$ cat config.mk
export PLATFORM = sky130hd
export DESIGN_NAME = neighbor_table_with_aging_flat
export DESIGN_NICKNAME = d
export VERILOG_FILES = /design/src/nta_pkg.sv /design/src/nta_if.sv /design/src/nta_ctrl.sv /design/src/nta_dpath.sv /design/src/neighbor_table_with_aging.sv /design/src/flat_wrapper.sv
export SDC_FILE = /design/constraint.sdc
export NUM_CORES = 1
export LEC_CHECK = 0
export BUFFER_PORTS_ARGS = -buffer_cell sky130_fd_sc_hd__buf_4
export CORE_MARGIN = 2
export CORE_UTILIZATION = 35
export CTS_CLUSTER_DIAMETER = 120
export DETAILED_ROUTE_END_ITERATION = 16
export PLACE_DENSITY_LB_ADDON = 0.12
export SLEW_MARGIN = 20
export SYNTH_ARGS = -nofsm -noshare
export SYNTH_HDL_FRONTEND = slang
export SYNTH_SLANG_ARGS = --single-unit
$ cat constraint.sdc
create_clock -name clock -period 8.1 [get_ports clock]
set_input_delay 0.405 -clock clock [delete_from_list [all_inputs] [get_ports clock]]
set_output_delay 0.405 -clock clock [all_outputs]
set_load 0.02 [all_outputs]
$ cat src/nta_pkg.sv
// Shared types and constants for the neighbor table with aging.
package nta_pkg;

   // Field widths of the channels
   localparam int MODE_W      = 3;
   localparam int NODE_ID_W   = 16;
   localparam int STATUS_W    = 2;
   localparam int COUNT_W     = 5;
   localparam int TIMEOUT_W   = 16;
   localparam int TIME_W      = 32;

   localparam logic [TIMEOUT_W-1:0] TIMEOUT_RESET = 16'd3000;

   // Operation codes carried in the mode field
   typedef enum logic [MODE_W-1:0] {
      MODE_ADD     = 3'd0,
      MODE_DEL     = 3'd1,
      MODE_FIND    = 3'd2,
      MODE_REFRESH = 3'd3,
      MODE_TICK    = 3'd4,
      MODE_FLUSH   = 3'd5
   } mode_type;

   // Result codes
   typedef enum logic [STATUS_W-1:0] {
      STS_OK        = 2'd0,
      STS_MISSING   = 2'd1,
      STS_DUPLICATE = 2'd2,
      STS_FULL      = 2'd3
   } status_type;

   // Sequencer states
   typedef enum logic [1:0] {
      S_IDLE   = 2'd0,
      S_WALK   = 2'd1,
      S_DRAIN  = 2'd2,
      S_COMMIT = 2'd3
   } state_type;

   // Controller to datapath commands
   typedef struct packed {
      logic load;     // capture the request beat, restart the walk
      logic issue;    // read the entry at the walk index, advance it
      logic commit;   // apply the operation, load the result register
   } nta_cmd_type;

   // Datapath to controller status
   typedef struct packed {
      logic walk_last;  // walk index points at the last entry
      logic out_free;   // result register can take a new beat
   } nta_sts_type;

endpackage

$ cat src/nta_if.sv
// Channel interfaces: request, response and configuration write.
interface nta_req_if import nta_pkg::*; ();
   logic                 valid;
   logic                 ready;
   logic [MODE_W-1:0]    mode;
   logic [NODE_ID_W-1:0] node_id;

   modport source (output valid, output mode, output node_id, input ready);
   modport sink   (input valid, input mode, input node_id, output ready);
endinterface

interface nta_rsp_if import nta_pkg::*; ();
   logic                valid;
   logic                ready;
   logic [STATUS_W-1:0] status;
   logic [COUNT_W-1:0]  entry_count;
   logic [COUNT_W-1:0]  expired_count;

   modport source (output valid, output status, output entry_count,
                   output expired_count, input ready);
   modport sink   (input valid, input status, input entry_count,
                   input expired_count, output ready);
endinterface

interface nta_csr_if import nta_pkg::*; ();
   logic                 valid;
   logic                 ready;
   logic [TIMEOUT_W-1:0] timeout_ticks;

   modport source (output valid, output timeout_ticks, input ready);
   modport sink   (input valid, input timeout_ticks, output ready);
endinterface

$ cat src/nta_ctrl.sv
// Sequencer for the neighbor table: accept, walk, drain, commit.
module nta_ctrl import nta_pkg::*; (
   input  logic        clock,
   input  logic        reset,
   input  logic        req_valid,
   output logic        req_ready,
   input  nta_sts_type sts,
   output nta_cmd_type cmd
);

   state_type state_ff;
   state_type state_in;

   // State register
   always_ff @(posedge clock) begin
      if (reset) begin
         state_ff <= S_IDLE;
      end else begin
         state_ff <= state_in;
      end
   end

   // Next state and commands
   always_comb begin
      state_in   = state_ff;
      req_ready  = 1'b0;
      cmd.load   = 1'b0;
      cmd.issue  = 1'b0;
      cmd.commit = 1'b0;
      case (state_ff)
         S_IDLE: begin
            req_ready = 1'b1;
            if (req_valid) begin
               cmd.load = 1'b1;
               state_in = S_WALK;
            end
         end
         S_WALK: begin
            cmd.issue = 1'b1;
            if (sts.walk_last) begin
               state_in = S_DRAIN;
            end
         end
         S_DRAIN: begin
            // last entry read is checked this cycle
            state_in = S_COMMIT;
         end
         S_COMMIT: begin
            // wait until the previous result beat has left
            if (sts.out_free) begin
               cmd.commit = 1'b1;
               state_in   = S_IDLE;
            end
         end
         default: begin
            state_in = S_IDLE;
         end
      endcase
   end

`ifndef SYNTHESIS
   // A commit held back by a stalled receiver stays pending
   a_commit_holds: assert property (@(posedge clock) disable iff (reset)
      (state_ff == S_COMMIT && !sts.out_free) |=> (state_ff == S_COMMIT))
      else $error("commit dropped while result register busy");
`endif

endmodule

$ cat src/nta_dpath.sv
// Datapath: entry store, walk pipeline, time base and result register.
module nta_dpath import nta_pkg::*; #(
   parameter int TABLE_ENTRIES = 16,
   parameter int ID_BITS       = 16
) (
   input  logic                 clock,
   input  logic                 reset,
   input  nta_cmd_type          cmd,
   output nta_sts_type          sts,
   input  logic [MODE_W-1:0]    req_mode,
   input  logic [NODE_ID_W-1:0] req_node_id,
   input  logic                 csr_write,
   input  logic [TIMEOUT_W-1:0] csr_timeout,
   input  logic                 rsp_ready,
   output logic                 rsp_valid,
   output logic [STATUS_W-1:0]  rsp_status,
   output logic [COUNT_W-1:0]   rsp_entry_count,
   output logic [COUNT_W-1:0]   rsp_expired_count
);

   localparam int IW = $clog2(TABLE_ENTRIES);
   localparam int CW = $clog2(TABLE_ENTRIES + 1);

   // Entry store (ident and deadline are unset until written)
   logic [ID_BITS-1:0]       ident_mem [TABLE_ENTRIES];
   logic [TIME_W-1:0]        dl_mem    [TABLE_ENTRIES];
   logic [TABLE_ENTRIES-1:0] valid_ff;
   logic [CW-1:0]            cnt_ff;

   // Time base and timeout register
   logic [TIME_W-1:0]    time_ff;
   logic [TIMEOUT_W-1:0] timeout_ff;

   // Captured request
   mode_type          mode_ff;
   logic [ID_BITS-1:0] key_ff;
   logic [TIME_W-1:0] dl_new_ff;
   logic [TIME_W-1:0] now_next_ff;
   logic [2*NODE_ID_W-1:0] id_wide;

   // Walk pipeline
   logic [IW-1:0]      walk_idx_ff;
   logic               chk_vld_ff;
   logic [IW-1:0]      chk_idx_ff;
   logic [ID_BITS-1:0] ident_rd_ff;
   logic [TIME_W-1:0]  dl_rd_ff;

   // Walk results
   logic          found_ff;
   logic [IW-1:0] match_idx_ff;
   logic          free_found_ff;
   logic [IW-1:0] free_idx_ff;
   logic [CW-1:0] exp_cnt_ff;

   // Result register
   logic                rsp_valid_ff;
   status_type          rsp_status_ff;
   logic [COUNT_W-1:0]  rsp_cnt_ff;
   logic [COUNT_W-1:0]  rsp_exp_ff;

   // Check stage and commit decode
   logic          hit;
   logic          empty;
   logic          expire;
   status_type    status_in;
   logic [CW-1:0] cnt_in;
   logic [CW-1:0] exp_in;
   logic          wr_ident;
   logic          wr_dl;
   logic [IW-1:0] wr_idx;
   logic          set_v;
   logic          clr_v;
   logic          clr_all;
   logic          tick_adv;

   assign id_wide = {{NODE_ID_W{1'b0}}, req_node_id};

   assign sts.walk_last = (walk_idx_ff == IW'(TABLE_ENTRIES - 1));
   assign sts.out_free  = !rsp_valid_ff || rsp_ready;

   // Check stage: one entry per cycle
   assign hit    = chk_vld_ff && valid_ff[chk_idx_ff] && (ident_rd_ff == key_ff);
   assign empty  = chk_vld_ff && !valid_ff[chk_idx_ff];
   assign expire = chk_vld_ff && (mode_ff == MODE_TICK) && valid_ff[chk_idx_ff]
                   && (dl_rd_ff == now_next_ff);

   // Timeout register and time base
   always_ff @(posedge clock) begin
      if (reset) begin
         timeout_ff <= TIMEOUT_RESET;
         time_ff    <= '0;
      end else begin
         if (csr_write) begin
            timeout_ff <= csr_timeout;
         end
         if (cmd.commit && tick_adv) begin
            time_ff <= now_next_ff;
         end
      end
   end

   // Request capture; deadline and next time precomputed
   always_ff @(posedge clock) begin
      if (cmd.load) begin
         mode_ff     <= mode_type'(req_mode);
         key_ff      <= id_wide[ID_BITS-1:0];
         dl_new_ff   <= time_ff + TIME_W'(timeout_ff);
         now_next_ff <= time_ff + TIME_W'(1);
      end
   end

   // Walk index and check-stage valid
   always_ff @(posedge clock) begin
      if (reset) begin
         walk_idx_ff <= '0;
         chk_vld_ff  <= 1'b0;
      end else begin
         chk_vld_ff <= cmd.issue;
         if (cmd.load) begin
            walk_idx_ff <= '0;
         end else if (cmd.issue) begin
            walk_idx_ff <= walk_idx_ff + IW'(1);
         end
      end
   end

   // Store read port, registered
   always_ff @(posedge clock) begin
      if (cmd.issue) begin
         ident_rd_ff <= ident_mem[walk_idx_ff];
         dl_rd_ff    <= dl_mem[walk_idx_ff];
         chk_idx_ff  <= walk_idx_ff;
      end
   end

   // Store write port
   always_ff @(posedge clock) begin
      if (cmd.commit && wr_ident) begin
         ident_mem[wr_idx] <= key_ff;
      end
      if (cmd.commit && wr_dl) begin
         dl_mem[wr_idx] <= dl_new_ff;
      end
   end

   // Walk results: first match, lowest free slot, expirations
   always_ff @(posedge clock) begin
      if (reset) begin
         found_ff      <= 1'b0;
         free_found_ff <= 1'b0;
         exp_cnt_ff    <= '0;
      end else if (cmd.load) begin
         found_ff      <= 1'b0;
         free_found_ff <= 1'b0;
         exp_cnt_ff    <= '0;
      end else begin
         if (hit && !found_ff) begin
            found_ff     <= 1'b1;
            match_idx_ff <= chk_idx_ff;
         end
         if (empty && !free_found_ff) begin
            free_found_ff <= 1'b1;
            free_idx_ff   <= chk_idx_ff;
         end
         if (expire) begin
            exp_cnt_ff <= exp_cnt_ff + CW'(1);
         end
      end
   end

   // Commit decode
   always_comb begin
      status_in = STS_OK;
      cnt_in    = cnt_ff;
      exp_in    = '0;
      wr_ident  = 1'b0;
      wr_dl     = 1'b0;
      wr_idx    = free_idx_ff;
      set_v     = 1'b0;
      clr_v     = 1'b0;
      clr_all   = 1'b0;
      tick_adv  = 1'b0;
      case (mode_ff)
         MODE_ADD: begin
            // duplicate wins over full
            if (found_ff) begin
               status_in = STS_DUPLICATE;
            end else if (!free_found_ff) begin
               status_in = STS_FULL;
            end else begin
               wr_ident = 1'b1;
               wr_dl    = 1'b1;
               set_v    = 1'b1;
               cnt_in   = cnt_ff + CW'(1);
            end
         end
         MODE_DEL: begin
            wr_idx = match_idx_ff;
            if (found_ff) begin
               clr_v  = 1'b1;
               cnt_in = cnt_ff - CW'(1);
            end else begin
               status_in = STS_MISSING;
            end
         end
         MODE_FIND: begin
            if (!found_ff) begin
               status_in = STS_MISSING;
            end
         end
         MODE_REFRESH: begin
            wr_idx = match_idx_ff;
            if (found_ff) begin
               wr_dl = 1'b1;
            end else begin
               status_in = STS_MISSING;
            end
         end
         MODE_TICK: begin
            // expired entries were cleared during the walk
            tick_adv = 1'b1;
            cnt_in   = cnt_ff - exp_cnt_ff;
            exp_in   = exp_cnt_ff;
         end
         MODE_FLUSH: begin
            clr_all = 1'b1;
            cnt_in  = '0;
         end
         default: begin
         end
      endcase
   end

   // Valid bits and entry count
   always_ff @(posedge clock) begin
      if (reset) begin
         valid_ff <= '0;
         cnt_ff   <= '0;
      end else begin
         if (expire) begin
            valid_ff[chk_idx_ff] <= 1'b0;
         end
         if (cmd.commit) begin
            cnt_ff <= cnt_in;
            if (clr_all) begin
               valid_ff <= '0;
            end else if (set_v) begin
               valid_ff[free_idx_ff] <= 1'b1;
            end else if (clr_v) begin
               valid_ff[match_idx_ff] <= 1'b0;
            end
         end
      end
   end

   // Result register
   always_ff @(posedge clock) begin
      if (reset) begin
         rsp_valid_ff <= 1'b0;
      end else if (cmd.commit) begin
         rsp_valid_ff <= 1'b1;
      end else if (rsp_ready) begin
         rsp_valid_ff <= 1'b0;
      end
   end

   always_ff @(posedge clock) begin
      if (cmd.commit) begin
         rsp_status_ff <= status_in;
         rsp_cnt_ff    <= COUNT_W'(cnt_in);
         rsp_exp_ff    <= COUNT_W'(exp_in);
      end
   end

   assign rsp_valid         = rsp_valid_ff;
   assign rsp_status        = rsp_status_ff;
   assign rsp_entry_count   = rsp_cnt_ff;
   assign rsp_expired_count = rsp_exp_ff;

`ifndef SYNTHESIS
   // Entry count never exceeds the table size
   a_cnt_range: assert property (@(posedge clock) disable iff (reset)
      (int'(cnt_ff) <= TABLE_ENTRIES))
      else $error("entry count beyond table size");

   // After a commit the count agrees with the valid bits
   a_cnt_match: assert property (@(posedge clock) disable iff (reset)
      cmd.commit |=> ($countones(valid_ff) == int'(cnt_ff)))
      else $error("entry count out of step with valid bits");

   // Full is reported only when every slot is taken
   a_full_real: assert property (@(posedge clock) disable iff (reset)
      (cmd.commit && status_in == STS_FULL) |-> ($countones(valid_ff) == TABLE_ENTRIES))
      else $error("table full reported with a free slot");
`endif

endmodule

$ cat src/neighbor_table_with_aging.sv
// Neighbor table with aging: top level.
//
// Usage:
//   req_bus carries one operation per beat: mode (add, delete, find,
//   refresh, tick, flush) and node_id. rsp_bus returns exactly one beat
//   per request: status, entry_count after the operation and, for tick,
//   the number of entries that expired. csr_bus writes timeout_ticks; it
//   is always ready and should be written only while no request is open.
//   Each request walks every table entry through the store's single read
//   port, one entry per cycle, then passes through a drain state and
//   commits. The response is registered at the commit, and a new request
//   is taken only in the idle state, once the previous request has been
//   committed; requests are not overlapped.
//   A finished response sits in an output register, so the next request is
//   accepted and walked while the receiver stalls; its commit waits until
//   the earlier response beat has been taken.
//   Reset (synchronous) empties the table, zeroes the tick time and loads
//   the timeout with 3000.
module neighbor_table_with_aging import nta_pkg::*; #(
   parameter int TABLE_ENTRIES = 16,
   parameter int ID_BITS       = 16
) (
   input  logic       clock,
   input  logic       reset,
   nta_req_if.sink    req_bus,
   nta_rsp_if.source  rsp_bus,
   nta_csr_if.sink    csr_bus
);

   nta_cmd_type cmd;
   nta_sts_type sts;
   logic        req_ready;

   // Configuration writes are taken every cycle
   assign csr_bus.ready = 1'b1;
   assign req_bus.ready = req_ready;

   nta_ctrl u_ctrl (
      .clock     (clock),
      .reset     (reset),
      .req_valid (req_bus.valid),
      .req_ready (req_ready),
      .sts       (sts),
      .cmd       (cmd)
   );

   nta_dpath #(
      .TABLE_ENTRIES (TABLE_ENTRIES),
      .ID_BITS       (ID_BITS)
   ) u_dpath (
      .clock             (clock),
      .reset             (reset),
      .cmd               (cmd),
      .sts               (sts),
      .req_mode          (req_bus.mode),
      .req_node_id       (req_bus.node_id),
      .csr_write         (csr_bus.valid),
      .csr_timeout       (csr_bus.timeout_ticks),
      .rsp_ready         (rsp_bus.ready),
      .rsp_valid         (rsp_bus.valid),
      .rsp_status        (rsp_bus.status),
      .rsp_entry_count   (rsp_bus.entry_count),
      .rsp_expired_count (rsp_bus.expired_count)
   );

endmodule

$ cat src/flat_wrapper.sv
// flat-port wrapper written by rule: the top's interface ports become plain ports
module neighbor_table_with_aging_flat import nta_pkg::*;
#(
   parameter int TABLE_ENTRIES = 16,
   parameter int ID_BITS       = 16
)
  (clock, reset, req_bus_valid, req_bus_mode, req_bus_node_id, req_bus_ready, rsp_bus_valid, rsp_bus_status, rsp_bus_entry_count, rsp_bus_expired_count, rsp_bus_ready, csr_bus_valid, csr_bus_timeout_ticks, csr_bus_ready);
  nta_req_if req_bus_i ();
  nta_rsp_if rsp_bus_i ();
  nta_csr_if csr_bus_i ();
  input  logic clock;
  input  logic reset;
  input wire logic [$bits(req_bus_i.valid)-1:0] req_bus_valid;
  input wire logic [$bits(req_bus_i.mode)-1:0] req_bus_mode;
  input wire logic [$bits(req_bus_i.node_id)-1:0] req_bus_node_id;
  output wire logic [$bits(req_bus_i.ready)-1:0] req_bus_ready;
  output wire logic [$bits(rsp_bus_i.valid)-1:0] rsp_bus_valid;
  output wire logic [$bits(rsp_bus_i.status)-1:0] rsp_bus_status;
  output wire logic [$bits(rsp_bus_i.entry_count)-1:0] rsp_bus_entry_count;
  output wire logic [$bits(rsp_bus_i.expired_count)-1:0] rsp_bus_expired_count;
  input wire logic [$bits(rsp_bus_i.ready)-1:0] rsp_bus_ready;
  input wire logic [$bits(csr_bus_i.valid)-1:0] csr_bus_valid;
  input wire logic [$bits(csr_bus_i.timeout_ticks)-1:0] csr_bus_timeout_ticks;
  output wire logic [$bits(csr_bus_i.ready)-1:0] csr_bus_ready;
  assign req_bus_i.valid = req_bus_valid;
  assign req_bus_i.mode = req_bus_mode;
  assign req_bus_i.node_id = req_bus_node_id;
  assign req_bus_ready = req_bus_i.ready;
  assign rsp_bus_valid = rsp_bus_i.valid;
  assign rsp_bus_status = rsp_bus_i.status;
  assign rsp_bus_entry_count = rsp_bus_i.entry_count;
  assign rsp_bus_expired_count = rsp_bus_i.expired_count;
  assign rsp_bus_i.ready = rsp_bus_ready;
  assign csr_bus_i.valid = csr_bus_valid;
  assign csr_bus_i.timeout_ticks = csr_bus_timeout_ticks;
  assign csr_bus_ready = csr_bus_i.ready;
  neighbor_table_with_aging #(.TABLE_ENTRIES(TABLE_ENTRIES), .ID_BITS(ID_BITS)) u_core (.clock(clock), .reset(reset), .req_bus(req_bus_i), .rsp_bus(rsp_bus_i), .csr_bus(csr_bus_i));
endmodule
==> flow_summary_export.csv, run 1 <==
group,metric,value,unit
worst_setup_path,critical_path_arrival,3.84,ns
synthesis,ys_top_cells_by_count,"923 x edfxtp_1, 241 x mux4_2, 116 x nor2_1, 85 x nand2_1, 84 x dfxtp_1",
grt,grt_max_degree,93,
worst_setup_path,rr_startpoint,"u_core.u_dpath.mode_ff[1]",
synthesis,synth_area_leader_cell,"edfxtp_1",
synthesis,synth_top_flop_cell,"edfxtp_1",
hold_path,hold_start,"rsp_bus_ready",
worst_setup_path,path_delay_family,"simple AND/OR/NAND/NOR gates",
clock_tree,htree_levels,3,
synthesis,synth-seq-cells,1007,
power,p_per_area,284.4,nW/µm²
synthesis,synth_area,40190,µm²
die,row_count,124,
synthesis,yosys.area.top_type_share,0.6896,
detailed_routing,viasPerCell,5.210,
hold_path,whs_endpoint,"u_core.u_dpath.rsp_valid",
clock_tree,clk_latency,0.69,ns
synthesis,synth-simple-area-share,0.04885,
die,ioPinCount,55,
worst_setup_path,slowest_stage,"edfxtp_1",
worst_setup_path,start_kind,"register",
worst_setup_path,worstPathCellList,"or3_4 -> nor2_1 -> a31oi_1 -> nor2_1 -> o21ai_0 -> buf_4 -> nor2_4 -> buf_4",
synthesis,synth_area_leaders,"edfxtp_1 69%, mux4_2 14%, dfxtp_1 4.2%, xnor2_1 1.7%, nor2_1 1.1%",
clock_tree,cts_resized,0,
detailed_routing,routed_wl,101800,µm
die,coreArea,114200,µm²
finish,post-route-cell-area,46430,µm²
detailed_routing,dr.pass1.iters,5,
run_status,status,"finished, final reports clean",
clock_tree,clock-sinks,1007,
die,die_h,342.9,µm
synthesis,syn_nets,2189,
grt,grt_first_pass_wirelength,146700,µm
clock_tree,clockRootBuffer,"clkbuf_16",
detailed_routing,drt_iter0_drc,1775,
placement,routabilityCongestion,0.7843,
synthesis,netlist_instances,2118,
worst_setup_path,cpPeakStageDelay,0.60,ns
worst_setup_path,r2r_slack,4.61,ns
detailed_routing,final_antenna_net_count,0,
hold_path,whs_path_depth,4,
clock_tree,clk_pin_slew_worst_paths,0.06,ns
worst_setup_path,timing.rr.end,"u_core.u_dpath.dl_mem[8][21]",
timing,grt_setup_unrepaired,"false",
synthesis,synth.most_common_cell,"edfxtp_1",
timing,fmax,286.9,MHz
clock_tree,clockBufferDepth,3,
timing,period_minus_slack,3.486,ns
synthesis,synthArstFlopShare,0,
placement,dp_hpwl,62810,µm
finish,fill_cells,10310,
synthesis,ys_seq_area_frac,0.7315,
synthesis,ys_types,72,
grt,grt_pass1_vias,20490,
finish,final_layout_size_suffix_gt1_frac,0.2374,
detailed_routing,drc,0,
synthesis,ys_warn_count,0,
worst_setup_path,crit_fanout,18,
clock_tree,postCtsSetupBuffers,0,
timing,timing.slew.headroom,0.2892,
worst_setup_path,crit_required,8.45,ns
synthesis,synth_xor_area_frac,0.02484,
grt,track_usage,0.1741,
timing,skew,0.02174,ns
detailed_routing,vias,20130,
run,cap_viol_max_count,0,
die,initial_utilization,0.3520,
power,leakage,14.43,nW
worst_setup_path,critPathBufInv,2,
clock_tree,cts_buffers,108,
placement,placed_cells,3630,
timing,timing.final.max_slew_violations,0,
synthesis,synth_compound_area_frac,0.03051,
timing,post-route-period-util,0.4304,
worst_setup_path,reg2regPathDepth,8,
placement,place_area,42610,µm²
die,die_width,342.9,µm
timing,setup_viol,0,
timing,fin_setup_tns,0,ns
grt,antenna_found_initial,4,
finish,stdcell_count,3863,
hold_path,hp-class,"in -> reg",
synthesis,synthAdderAreaFrac,0.01002,
finish,synthToLayoutAreaGrowth,15.52,%
placement,port_buffers,53,
worst_setup_path,crit_type,"reg -> reg",
synthesis,synth.avg_cell_area,18.98,µm²
worst_setup_path,worst_setup_path_end_kind,"register",
timing,finalHoldViolations,0,
synthesis,muxShareOfSynthArea,0.1409,
grt,overflow,0,
synthesis,synth_edf_count,923,
finish,fin_nets,2335,
detailed_routing,routedWlPerCell,26.34,µm
die,dieArea,117600,µm²
power,ir_drop,0.0001672,V
synthesis,synth_top_family_by_area,"multiplexers",
clock_tree,tritoncts,"done",
timing,tightest_slew,1.066,ns
## cell type report
cell class | count | area, µm² | area share
diodes | 1 | 2.502 | 0.00005390
clock inverters | 59 | 579.3 | 0.01248
well taps | 1512 | 1892 | 0.04075
repair buffers | 135 | 1134 | 0.02442
clock buffers | 137 | 2854 | 0.06147
flip-flops and latches | 1007 | 29410 | 0.6335
multi-input cells | 982 | 10440 | 0.2249
inverters | 30 | 112.6 | 0.002425
## cells by family after synthesis
kind of cell               Yosys count
adders and majority gates           31
buffers and inverters              129
other                                1
xor gates and xnor gates           114
DFF                               1007
AOI/OAI and AO/OA                  196
muxes                              258
and+or+nand+nor                    382
## stage by stage
stage	hold slack [ns]	total power [mW]	setup slack [ns]	util
2_1_floorplan	0.4064	7.732	4.525	-
3_3_place_gp	0.4783	8.499	4.594	0.3732
3_5_place_dp	0.4785	8.530	4.556	0.3732
4_1_cts	0.09426	13.39	4.544	0.4063
5_1_grt	0.1271	13.71	4.345	0.4066
6_report	0.1496	13.20	4.614	0.4066
## report_power, final
group / internal [mW] / switching (mW) / leakage [nW] / total, mW
combinational: 0.754 / 0.969 / 3.68 / 1.72
sequential: 6.23 / 0.424 / 9.07 / 6.66
clock: 2.80 / 2.02 / 1.68 / 4.82
total: 9.78 / 3.42 / 14.4 / 13.2
## how the worst max path moves through the flow
stage / startpoint / endpoint / slack (ns) / cells past startpoint
after floorplan: u_core.u_ctrl.state_ff[0] / u_core.u_dpath.match_idx_ff[0] / 4.52 / 7
after global placement: u_core.u_dpath.mode_ff[1] / u_core.u_dpath.dl_mem[8][30] / 4.59 / 8
after detailed placement: u_core.u_dpath.mode_ff[1] / u_core.u_dpath.dl_mem[8][24] / 4.56 / 8
after CTS: u_core.u_dpath.mode_ff[1] / u_core.u_dpath.dl_mem[8][21] / 4.54 / 8
after global routing: u_core.u_dpath.mode_ff[1] / u_core.u_dpath.dl_mem[8][21] / 4.35 / 8
final: u_core.u_dpath.mode_ff[1] / u_core.u_dpath.dl_mem[8][21] / 4.61 / 8
## flip-flops by register name (all words and copies together), names as in the netlist, 5 cells and up
signal,cells
u_core.u_dpath.cnt_ff,5
u_core.u_dpath.rsp_expired_count,5
u_core.u_dpath.timeout_ff,16
u_core.u_dpath.dl_rd_ff,32
u_core.u_dpath.time_ff,32
u_core.u_dpath.key_ff,16
u_core.u_dpath.dl_mem,512
u_core.u_dpath.now_next_ff,32
u_core.u_dpath.dl_new_ff,32
u_core.u_dpath.ident_mem,256
u_core.u_dpath.rsp_entry_count,5
u_core.u_dpath.valid_ff,16
u_core.u_dpath.ident_rd_ff,16
u_core.u_dpath.exp_cnt_ff,5
## timing repair
item                                    in CTS  in global routing
endpoints found under the hold margin       35                  0
endpoints found under the setup margin       0                  0
hold buffers                                35                  0
## per-layer routing
metal / vias to the layer above / part of all wire / track usage
li1: 8841 / - / -
met1: 10690 / 0.44 / 0.2342
met2: 448 / 0.50 / 0.2927
met3: 148 / 0.041 / 0.02981
met4: 2 / 0.024 / 0.04694
met5: - / 0.00013 / 0
## cells in the final DEF (no fill, tap or decap), drive strengths merged, types with 8 or more instances in the layout
cell,instances
a21oi,78
nor2,118
dlygate4sd3,35
nor3,24
clkbuf,137
a21o,11
mux4,245
nand2b,10
o21ai,35
xor2,38
nor2b,20
nor4,10
and3,8
dfxtp,84
buf,100
inv,30
mux2i,12
a211oi,11
a211o,8
xnor2,76
edfxtp,923
ha,29
bufinv,10
nand2,88
nand3,51
o21a,12
nand4,18
clkinv,47
## worst register-to-register path: stages, from the launching register on
cell and delay [ns]:
edfxtp_1 0.60, or3_4 0.51, nor2_1 0.31, a31oi_1 0.09, nor2_1 0.28, o21ai_0 0.17, buf_4 0.21, nor2_4 0.54
buf_4 0.46
(Power assumes the default switching activity.)
==> run 2: changes to the inputs <==
--- a/config.mk
+++ b/config.mk
@@ -5,6 +5,7 @@
 export SDC_FILE = /design/constraint.sdc
 export NUM_CORES = 1
 export LEC_CHECK = 0
+export ABC_AREA = 1
 export BUFFER_PORTS_ARGS = -buffer_cell sky130_fd_sc_hd__buf_4
 export CORE_MARGIN = 2
 export CORE_UTILIZATION = 35
==> constraint.sdc (replaced) <==
create_clock -name clock -period 3.3 [get_ports clock]
set_input_delay 0.165 -clock clock [delete_from_list [all_inputs] [get_ports clock]]
set_output_delay 0.165 -clock clock [all_outputs]
set_load 0.02 [all_outputs]
==> flow_summary_export.csv, run 2 <==
group,metric,value,unit
run_status,status,"finished, final reports clean",
clock_tree,clock-sinks,1007,
synthesis,synthArstFlopShare,0,
timing,post-route-period-util,0.8204,
synthesis,synth_top_flop_cell,"edfxtp_1",
worst_setup_path,crit_fanout,21,
synthesis,syn_nets,3502,
finish,top_register,"u_core.u_dpath.dl_mem",
synthesis,synth_area_leader_cell,"edfxtp_1",
synthesis,synth_compound_area_frac,0.09118,
clock_tree,clk_pin_slew_worst_paths,0.06,ns
detailed_routing,drt_iter0_drc,1850,
grt,grt_first_pass_wirelength,169600,µm
clock_tree,htree_levels,3,
synthesis,ys_top_cells_by_count,"923 x edfxtp_1, 568 x nor2_1, 479 x nand2_1, 290 x o21ai_0, 182 x inv_1",
worst_setup_path,cp-endpoint,"u_core.u_dpath.dl_mem[8][0]",
timing,tightest_slew,0.9261,ns
die,row_count,126,
worst_setup_path,critPathBufInv,3,
clock_tree,clk_latency,0.70,ns
worst_setup_path,crit_type,"reg -> reg",
synthesis,yosys.area.top_type_share,0.6624,
placement,port_buffers,53,
worst_setup_path,r2r_slack,0.59,ns
detailed_routing,routed_wl,113600,µm
clock_tree,clockBufferDepth,3,
die,die_width,349.8,µm
synthesis,synth_area,41840,µm²
detailed_routing,wl_met3,4322,µm
timing,fin_setup_tns,0,ns
worst_setup_path,crit_required,3.66,ns
synthesis,synth-simple-area-share,0.1240,
placement,routabilityCongestion,0.8504,
detailed_routing,dr_wl_met2,54480,µm
synthesis,synth-seq-cells,1007,
synthesis,ys_seq_area_frac,0.7026,
detailed_routing,viasPerCell,5.102,
finish,fin_nets,3642,
worst_setup_path,worst-path-stages,8,
synthesis,synth.avg_cell_area,12.19,µm²
worst_setup_path,cpPeakStageDelay,0.49,ns
die,coreArea,118200,µm²
timing,setup_viol,0,
timing,period_minus_slack,2.707,ns
detailed_routing,met1Wirelength,52490,µm
power,leakage,16.52,nW
finish,final_layout_size_suffix_gt1_frac,0.1044,
timing,finalHoldViolations,0,
clock_tree,cts_buffers,109,
worst_setup_path,timing.rr.end,"u_core.u_dpath.dl_mem[8][0]",
finish,fill_cells,11150,
grt,grt_pass1_vias,25930,
synthesis,synth_area_leaders,"edfxtp_1 66%, nor2_1 5.1%, nand2_1 4.3%, dfxtp_1 4.0%, o21ai_0 3.5%",
worst_setup_path,slowest_stage,"nor2_4",
finish,largest_reg_flops,512,
detailed_routing,drc,0,
placement,dp_slack,0.5749,ns
die,dieArea,122300,µm²
detailed_routing,dr.pass1.iters,5,
timing,skew,0.02661,ns
grt,antenna_found_initial,1,
run,cap_viol_max_count,0,
synthesis,synth_top_family_by_area,"simple AND/OR/NAND/NOR gates",
placement,placed_cells,4943,
worst_setup_path,start_kind,"register",
detailed_routing,routedWlPerCell,21.86,µm
synthesis,synth_edf_count,923,
die,ioPinCount,55,
die,die_h,349.8,µm
finish,mostFrequentLayoutCells,"923 x edfxtp_1, 535 x nor2_1, 479 x nand2_1",
worst_setup_path,reg2regPathDepth,8,
grt,track_usage,0.1853,
placement,dp_hpwl,71800,µm
timing,grt_setup_unrepaired,"false",
detailed_routing,vias,26520,
synthesis,netlist_instances,3431,
worst_setup_path,path_delay_family,"simple AND/OR/NAND/NOR gates",
timing,timing.slew.headroom,0.3826,
finish,layout_commonest_cell,"edfxtp_1",
die,initial_utilization,0.3539,
synthesis,ys_types,50,
timing,setup_slack,0.5928,ns
finish,synthToLayoutAreaGrowth,16.08,%
timing,timing.final.max_slew_violations,0,
finish,fin_util,0.4108,
finish,stdcell_count,5197,
grt,grt_max_degree,107,
power,p_per_area,667.9,nW/µm²
synthesis,muxShareOfSynthArea,0.01986,
clock_tree,tritoncts,"done",
timing,fmax,369.4,MHz
worst_setup_path,path_common_cell,"inv_1",
detailed_routing,final_antenna_net_count,0,
worst_setup_path,critical_path_arrival,3.07,ns
worst_setup_path,rr_startpoint,"u_core.u_dpath.mode_ff[2]",
finish,largestRegisters,"u_core.u_dpath.dl_mem: 512 flops, u_core.u_dpath.ident_mem: 256 flops",
synthesis,synthAdderAreaFrac,0.009629,
synthesis,ys_warn_count,0,
synthesis,synth.most_common_cell,"edfxtp_1",
grt,overflow,0,
detailed_routing,top_layer_used,"met4",
worst_setup_path,crit_start,"u_core.u_dpath.mode_ff[2]",
worst_setup_path,worstPathCellList,"inv_1 -> nand2_2 -> inv_1 -> o21ai_1 -> nor2_2 -> nand2_1 -> nor2_4 -> buf_4",
worst_setup_path,worst_setup_path_end_kind,"register",
power,power,32.44,mW
power,ir_drop,0.0004376,V
hold_path,hp-class,"in -> reg",
clock_tree,clockRootBuffer,"clkbuf_16",
synthesis,synth_xor_area_frac,0.01570,
[run 2: cell families (layout without fill, tap and decap cells)]
family | after synthesis | after routing
buffers and inverters | 365 | 594
AND/OR/NAND/NOR | 1267 | 1267
multiplexers | 83 | 83
flip-flops | 1007 | 1007
other | 1 | 2
adder cells (fa/ha/maj) | 31 | 31
XOR/XNOR | 75 | 75
AO/OA/AOI/OAI | 602 | 602
[run 2: layout make-up]
| class | count | area [µm²] | share of cell area |
|---|---|---|---|
| Timing Repair Buffer | 206 | 1992 | 0.04101 |
| Inverter | 188 | 718.2 | 0.01479 |
| Tap cell | 1536 | 1922 | 0.03957 |
| Clock buffer | 145 | 2964 | 0.06103 |
| Sequential cell | 1007 | 29410 | 0.6055 |
| Multi-Input combinational cell | 2059 | 11090 | 0.2284 |
| Clock inverter | 55 | 469.2 | 0.009660 |
| Antenna cell | 1 | 2.502 | 0.00005152 |
[run 2: what timing repair did]
item	CTS	global route
buffers inserted	0	0
gates resized for setup	0	0
hold endpoints to repair	43	0
hold buffers	53	0
[run 2: worst reg2reg max path: stages, from the launching register on]
cell and delay [ns]:
edfxtp_1 0.44, inv_1 0.14, nand2_2 0.14, inv_1 0.18
o21ai_1 0.15, nor2_2 0.22, nand2_1 0.15, nor2_4 0.49
buf_4 0.44
[run 2: how the worst min path moves through the flow]
stage / startpoint / to / cells after the start
floorplan: reset / u_core.u_dpath.rsp_valid / 1
global placement: req_bus_node_id[5] / u_core.u_dpath.key_ff[5] / 1
detailed placement: req_bus_node_id[5] / u_core.u_dpath.key_ff[5] / 1
CTS: csr_bus_valid / u_core.u_dpath.timeout_ff[1] / 3
global route: csr_bus_valid / u_core.u_dpath.timeout_ff[9] / 4
finish: csr_bus_valid / u_core.u_dpath.timeout_ff[1] / 3
[run 2: per-stage QoR]
stage	hold slack, ns	instance area [µm²]
final	0.08400	48570
after global routing	0.1221	48570
after CTS	0.02252	48570
after detailed placement	0.3446	44600
after global placement	0.3440	44600
after floorplan	0.2341	41840
[run 2: per-layer routing]
layer | GRT usage | vias up
met5 | 0 | -
met4 | 0.04909 | 0
met3 | 0.02567 | 133
met2 | 0.3069 | 465
met1 | 0.2557 | 13260
li1 | - | 12660
[run 2: where the power goes]
part | leakage, nW | internal [mW] | switching (mW)
registers | 9.06 | 15.2 | 0.934
logic | 5.79 | 1.42 | 3.12
clock network | 1.67 | 6.70 | 5.09
